<file path="src/hdl/sqts_pkg.sv">
// Shared constants, types and helpers for the slot quota task scheduler.
// No dependencies; imported by slot_quota_task_scheduler.
`default_nettype none

package sqts_pkg;

	localparam int TASK_SLOTS  = 16;
	localparam int SLOT_IDX_W  = (TASK_SLOTS > 1) ? $clog2(TASK_SLOTS) : 1;
	localparam int HANDLE_W    = 32;
	localparam int COUNT_W     = 3;
	localparam int CFG_IDX_W   = 1;
	localparam int CFG_DATA_W  = 3;

	localparam logic [CFG_IDX_W-1:0] REG_QUOTA       = 1'd0;
	localparam logic [CFG_IDX_W-1:0] REG_INSERT_USED = 1'd1;

	localparam logic [COUNT_W-1:0] QUOTA_RESET       = 3'd3;
	localparam logic [COUNT_W-1:0] INSERT_USED_RESET = 3'd4;

	localparam int IN_USER_W  = 1;
	localparam int OUT_USER_W = 2;
	localparam int OP_BIT      = 0;
	localparam int PICKED_BIT  = 0;
	localparam int DROPPED_BIT = 1;

	localparam logic OP_ADD    = 1'b0;
	localparam logic OP_SWITCH = 1'b1;

	typedef logic [TASK_SLOTS-1:0] slot_vec_t;
	typedef logic [SLOT_IDX_W-1:0] slot_idx_t;
	typedef logic [HANDLE_W-1:0]   handle_t;
	typedef logic [COUNT_W-1:0]    count_t;

	// lowest set bit of the vector; zero when none is set
	function automatic slot_idx_t lowest_one(input slot_vec_t v);
		slot_idx_t idx;
		idx = '0;
		for (int i = TASK_SLOTS - 1; i >= 0; i--) begin
			if (v[i]) begin
				idx = SLOT_IDX_W'(i);
			end
		end
		return idx;
	endfunction

endpackage

`default_nettype wire

</file>
<file path="src/hdl/slot_quota_task_scheduler.sv">
// Slot quota task scheduler: slot table with per-slot used-counts and a quota pick.
// Depends on sqts_pkg for sizes, register indexes and the priority encoder.
//
// One transaction is taken at a time. An add item passes through accept, insert and result
// load. A switch item passes through accept, insert, search, a read of the picked handle
// and result load; one that finds nothing on the first search clears the used-counts and
// searches again, then goes on to the read if it picks, else straight to the result load.
// The read state after a pick comes from the registered read of the task handle RAM.
// The result load waits while an earlier result still waits on m_tready. The next
// transaction is accepted in the cycle after the result is loaded, even while that result
// still waits on m_tready. Busy bits and used-counts sit in flip-flops cleared by reset;
// handles live in a TASK_SLOTS x 32 RAM whose read data is used only for a slot that held
// a task when picked, so no clearing pass is needed.
`default_nettype none

module slot_quota_task_scheduler (
	input  wire logic                           clk,
	input  wire logic                           arst_n,
	input  wire logic                           cfg_we,
	input  wire logic [sqts_pkg::CFG_IDX_W-1:0]  cfg_index,
	input  wire logic [sqts_pkg::CFG_DATA_W-1:0] cfg_wdata,
	input  wire logic                           s_tvalid,
	output logic                                s_tready,
	// task_handle[31:0]
	input  wire logic [sqts_pkg::HANDLE_W-1:0]   s_tdata,
	// operation[0]
	input  wire logic [sqts_pkg::IN_USER_W-1:0]  s_tuser,
	output logic                                m_tvalid,
	input  wire logic                           m_tready,
	// next_task[31:0]
	output logic [sqts_pkg::HANDLE_W-1:0]        m_tdata,
	// picked[0], insert_dropped[1]
	output logic [sqts_pkg::OUT_USER_W-1:0]      m_tuser
);
	import sqts_pkg::*;

	typedef enum logic [2:0] {
		S_IDLE,
		S_INSERT,
		S_SEARCH,
		S_READ,
		S_FINISH
	} state_t;

	state_t    state_q;
	logic      op_q;
	handle_t   handle_q;
	count_t    quota_q;
	count_t    insert_used_q;
	slot_vec_t busy_q;
	count_t    used_q [TASK_SLOTS];
	slot_idx_t pick_idx_q;
	logic      pass_q;
	logic      got_q;
	logic      dropped_q;
	logic      out_valid_q;
	handle_t   out_task_q;
	logic      out_picked_q;
	logic      out_dropped_q;

	handle_t   task_mem [TASK_SLOTS];
	handle_t   task_rd_q;

	slot_vec_t free_vec;
	slot_vec_t elig_vec;
	slot_idx_t free_idx;
	slot_idx_t elig_idx;
	logic      mem_we;
	logic      out_free;

	always_comb begin
		free_vec = ~busy_q;
		for (int i = 0; i < TASK_SLOTS; i++) begin
			elig_vec[i] = busy_q[i] && (used_q[i] < quota_q);
		end
		free_idx = lowest_one(free_vec);
		elig_idx = lowest_one(elig_vec);
	end

	assign mem_we   = (state_q == S_INSERT) && (handle_q != '0) && (|free_vec);
	assign out_free = !out_valid_q || m_tready;

	always_ff @(posedge clk) begin
		if (mem_we) begin
			task_mem[free_idx] <= handle_q;
		end
		task_rd_q <= task_mem[pick_idx_q];
	end

	always_ff @(posedge clk or negedge arst_n) begin
		if (!arst_n) begin
			state_q       <= S_IDLE;
			op_q          <= OP_ADD;
			handle_q      <= '0;
			quota_q       <= QUOTA_RESET;
			insert_used_q <= INSERT_USED_RESET;
			busy_q        <= '0;
			for (int i = 0; i < TASK_SLOTS; i++) begin
				used_q[i] <= '0;
			end
			pick_idx_q    <= '0;
			pass_q        <= 1'b0;
			got_q         <= 1'b0;
			dropped_q     <= 1'b0;
			out_valid_q   <= 1'b0;
			out_task_q    <= '0;
			out_picked_q  <= 1'b0;
			out_dropped_q <= 1'b0;
		end else begin
			if (cfg_we) begin
				unique case (cfg_index)
					REG_QUOTA:       quota_q       <= cfg_wdata;
					REG_INSERT_USED: insert_used_q <= cfg_wdata;
				endcase
			end
			if (out_valid_q && m_tready && (state_q != S_FINISH)) begin
				out_valid_q <= 1'b0;
			end
			unique case (state_q)
				S_IDLE: begin
					if (s_tvalid) begin
						op_q     <= s_tuser[OP_BIT];
						handle_q <= s_tdata;
						pass_q   <= 1'b0;
						got_q    <= 1'b0;
						state_q  <= S_INSERT;
					end
				end
				S_INSERT: begin
					dropped_q <= (handle_q != '0) && !(|free_vec);
					if (mem_we) begin
						busy_q[free_idx] <= 1'b1;
						used_q[free_idx] <= insert_used_q;
					end
					state_q <= (op_q == OP_SWITCH) ? S_SEARCH : S_FINISH;
				end
				S_SEARCH: begin
					if (|elig_vec) begin
						used_q[elig_idx] <= used_q[elig_idx] + 1'b1;
						busy_q[elig_idx] <= 1'b0;
						pick_idx_q       <= elig_idx;
						got_q            <= 1'b1;
						state_q          <= S_READ;
					end else begin
						// clear all used-counts, retry once
						for (int i = 0; i < TASK_SLOTS; i++) begin
							used_q[i] <= '0;
						end
						pass_q  <= 1'b1;
						state_q <= pass_q ? S_FINISH : S_SEARCH;
					end
				end
				S_READ: begin
					state_q <= S_FINISH;
				end
				S_FINISH: begin
					if (out_free) begin
						out_valid_q   <= 1'b1;
						out_task_q    <= got_q ? task_rd_q : '0;
						out_picked_q  <= got_q;
						out_dropped_q <= dropped_q;
						state_q       <= S_IDLE;
					end
				end
				default: state_q <= S_IDLE;
			endcase
		end
	end

	assign s_tready              = (state_q == S_IDLE);
	assign m_tvalid              = out_valid_q;
	assign m_tdata               = out_task_q;
	assign m_tuser[PICKED_BIT]   = out_picked_q;
	assign m_tuser[DROPPED_BIT]  = out_dropped_q;

	a_picked_nonzero: assert property (@(posedge clk) disable iff (!arst_n)
		m_tvalid && m_tuser[PICKED_BIT] |-> m_tdata != '0)
		else $error("picked result carries a zero handle");

	a_unpicked_zero: assert property (@(posedge clk) disable iff (!arst_n)
		m_tvalid && !m_tuser[PICKED_BIT] |-> m_tdata == '0)
		else $error("unpicked result carries a handle");

	a_pick_frees_slot: assert property (@(posedge clk) disable iff (!arst_n)
		(state_q == S_SEARCH) && (|elig_vec) |=> !busy_q[pick_idx_q])
		else $error("picked slot still busy");

	a_pick_under_quota: assert property (@(posedge clk) disable iff (!arst_n)
		(state_q == S_SEARCH) && (|elig_vec) |-> used_q[elig_idx] < quota_q)
		else $error("pick exceeds quota");

endmodule

`default_nettype wire
</file>
<file path="config.mk">
export PLATFORM = sky130hd
export DESIGN_NAME = slot_quota_task_scheduler
export DESIGN_NICKNAME = d
export VERILOG_FILES = /design/src/hdl/sqts_pkg.sv /design/src/hdl/slot_quota_task_scheduler.sv
export SDC_FILE = /design/constraint.sdc
export NUM_CORES = 1
export LEC_CHECK = 0
export BUFFER_PORTS_ARGS = -buffer_cell sky130_fd_sc_hd__buf_2
export CORE_MARGIN = 2
export CORE_UTILIZATION = 55
export CTS_CLUSTER_SIZE = 12
export DETAILED_ROUTE_END_ITERATION = 8
export GPL_ROUTABILITY_DRIVEN = 1
export GPL_TIMING_DRIVEN = 1
export PLACE_DENSITY = 0.77
export SYNTH_ARGS = -nofsm -noshare
export SYNTH_HDL_FRONTEND = slang
export SYNTH_SLANG_ARGS = --single-unit
</file>
<file path="constraint.sdc">
create_clock -name clk -period 13.6 [get_ports clk]
set_input_delay 0.68 -clock clk [delete_from_list [all_inputs] [get_ports clk]]
set_output_delay 0.68 -clock clk [all_outputs]
set_load 0.02 [all_outputs]
</file>
==> flow_summary_export.csv <==
group,metric,value,unit
clocking,htreeDepth,3,
sta,hold_violations,0,
yosys,synthDistinctLibCells,71,
sta,fin_skew,29.06,ps
setup_path,crit_start,"quota_q[2]",
setup_path,crit_type,"flop to flop",
clocking,post_cts_buffers,0,
sta,post-route-min-period,5350,ps
detailed_routing,dr_wl_met3,5.742,mm
setup_path,required,14150,ps
yosys,ys_ff_latch,692,
placement,finalWeightedCongestion,0.9499,
grt,grt_use_total,27.48,%
setup_path,cp-start-kind,"flop",
power,peakVddDrop,149.6,uV
detailed_routing,via_count,16110,
cells_and_area,area_growth,12.42,%
floorplan,initial_core_util,55.84,%
floorplan,num_rows,82,
setup_path,reg2reg_depth,14,
placement,hpwl,40.16,mm
sta,final.setup.tns,0,ps
yosys,synth_nets,1707,
floorplan,die_x,229.9,microns
floorplan,die_h,229.9,microns
detailed_routing,route.met2.wl,34.39,mm
yosys,seq_area_frac_synth,70.25,%
power,leakage,10.91,nW
clocking,cts_root_buffer,"clkbuf_16",
sta,holdWs,171.4,ps
clocking,cts_inserted_buffers,72,
cells_and_area,layout-drive-gt1-share,24.56,%
sta,tightest_slew,1065,ps
power,finalPower,7.018,mW
clocking,cts_sinks,692,
setup_path,regToRegSetupSlack,8250,ps
setup_path,cp_max_fo,17,
sta,rsz0062_at_grt,"false",
clocking,max-clock-path-buffers,3,
sta,finalSetupViolations,0,
detailed_routing,ant_nets,0,
yosys,synth_flop_cell,"edfxtp_1",
clocking,clk_pin_slew,70,ps
yosys,synthCells,1632,
setup_path,cp_cell_sequence,"inv_1 > ha_1 > and2_0 > a221oi_1 > and2b_1 > a31oi_4 > mux2i_1 > o22ai_1 > o21ai_1 > nand2b_1 > ha_1 > clkinv_1 > o22ai_1 > mux2_2",
detailed_routing,routed_wl,71.31,mm
sta,slew_headroom,28.54,%
setup_path,endpoint,"used_q[31]",
setup_path,critPathCaptureType,"flop",
grt,grt_pass1_vias,16310,
floorplan,core_area,0.05027,sq mm
grt,overflow,0,
yosys,postSynth.asyncResetShare,21.39,%
run,cap_violations,0,
power,p_per_area,222.4,mW/mm^2
clocking,cts_hold_buffers,0,
placement,io_buffers,77,
clocking,clock_latency,630,ps
sta,fin_crit_sh,39.34,%
clocking,tritoncts,"built",
cells_and_area,nets,1816,
placement,place_area,0.02937,sq mm
run_status,status,"complete, no violations",
yosys,yosysWarnings,0,
floorplan,dieArea,0.05287,sq mm
floorplan,io_pins,78,
setup_path,worst_ep_arrival_time,5900,ps
setup_path,r2r-start,"quota_q[2]",
sta,max_freq,0.1869,GHz
grt,antenna_found_initial,1,
yosys,synth_area_per_cell,17.20,sq um
setup_path,cp_slowest_cell,"o21ai_1",
sta,drv_slew,0,
yosys,synth-edff-count,512,
clocking,cts_resized,0,
yosys,syn-cell-area,0.02807,sq mm
detailed_routing,vias_per_cell,6.514,
setup_path,critPathMaxStageDelay,720,ps
placement,dp_cells,2339,
grt,grt_pass1_wl,105.5,mm
detailed_routing,drt_iter0_markers,1754,
cells_and_area,instances_no_fill,2473,
detailed_routing,post_drt_wl_per_cell,28.84,microns
detailed_routing,dr.max_layer_used,"met4",
min_path,hold_class,"input pin to asynchronous set/reset pin",
detailed_routing,dr.pass1.iters,6,
setup_path,r2r-end,"used_q[31]",
grt,grt_max_degree,88,
cells_and_area,final_area,0.03156,sq mm
detailed_routing,met1_length,28.43,mm
detailed_routing,drc,0,
layer usage:
metal / vias up / track usage, %
met1: 8382 / 37.62
li1: 6713 / -
met4: 0 / 10.99
met3: 178 / 6.002
met2: 835 / 43.53
met5: - / 0
power breakdown:
part	total, mW	leakage [nW]	switching [mW]	internal [mW]
combinational	1.84	3.09	1.09	0.754
sequential	3.33	6.77	0.506	2.83
clock	1.84	1.05	0.794	1.05
total	7.02	10.9	2.39	4.63
cell usage after synthesis (8+ instances only):
cell type  number  area, sq um
nor2_1         87        326.6
inv_1          23        86.33
o21ai_0        56        280.3
a21oi_1        21        105.1
nand3_1         9        45.04
nand2_1       155        581.8
mux2i_1        16        160.2
nand4_1         9        56.30
buf_1          17        63.81
ha_1           33        412.9
clkbuf_1       45        168.9
edfxtp_1      512        15370
nor3_1         24        120.1
o2111ai_1       8        70.07
nand2b_1       11        68.82
mux4_2        160         3603
nor4_1         16        100.1
o21a_1         24        180.2
nor2b_1        20        125.1
mux2_2         43        484.2
dfrtp_1       145         3628
o22ai_1        20        125.1
dfxtp_1        32        640.6
logic make-up (layout without fill, tap and decap cells):
family	after synthesis	after routing	synth area share, %
other	0	1	0
AO/OA/AOI/OAI	221	221	5.593
multiplexers	219	219	15.13
XOR/XNOR	1	1	0.09807
flip-flops	692	692	70.25
AND/OR/NAND/NOR	373	373	6.119
buffers and inverters	93	261	1.333
adder cells (fa/ha/maj)	33	33	1.471
flip-flops by register name (all words and copies together), names as in the netlist, 3 cells and up:
signal	cells
task_rd_q	32
m_tdata	32
busy_q	16
state_q	3
used_q	48
insert_used_q	3
pick_idx_q	4
quota_q	3
handle_q	32
task_mem	512
metrics by stage:
step / setup slack, ps / utilization (%)
after global routing: 7937 / 62.77
final: 8250 / 62.78
after floorplan: 8618 / -
after global placement: 8715 / 58.42
after detailed placement: 8480 / 58.42
after CTS: 8398 / 62.77
how the worst min path moves through the flow:
| stage | cells past startpoint | endpoint | slack, ps | from |
|---|---|---|---|---|
| 6_report | 1 | handle_q[0] | 170 | arst_n |
| 5_1_grt | 1 | handle_q[0] | 230 | arst_n |
| 4_1_cts | 1 | handle_q[0] | 190 | arst_n |
| 3_5_place_dp | 2 | m_tdata[2] | 440 | task_rd_q[2] |
| 2_1_floorplan | 0 | busy_q[0] | 380 | arst_n |
| 3_3_place_gp | 2 | m_tdata[2] | 430 | task_rd_q[2] |
cell type report:
cell class,instances,area [sq um]
Clock buffer,116,2018
Inverter,24,90.09
Fill cell,3460,18710
Antenna cell,1,2.502
Tap cell,672,840.8
Multi-Input combinational cell,847,8113
Timing Repair Buffer,104,594.3
Clock inverter,17,167.7
Sequential cell,692,19730
worst max-delay path, delay by kind of cell, from the launching register on:
kind	cells	cell delay [ps]
compound gates	5	2190
fa+ha+maj	2	820
buf+inv	2	840
flops	1	360
mux	2	470
simple gates	3	570
cell usage in the layout (no fill, tap or decap), types with 11 or more instances in the layout:
cell       count
edfxtp_1     512
mux4_2       160
nand2_1      155
dfrtp_1      141
nor2_1        76
buf_2         76
clkbuf_16     73
o21ai_0       56
mux2_2        43
clkbuf_1      40
ha_1          33
dfxtp_1       32
buf_4         27
o21a_1        24
inv_1         23
nor3_1        22
a21oi_1       21
nor2b_1       20
o22ai_1       20
mux2i_1       16
nor4_1        16
nand2b_1      11
nor2_4        11
Power figures use the tool's default switching activity.
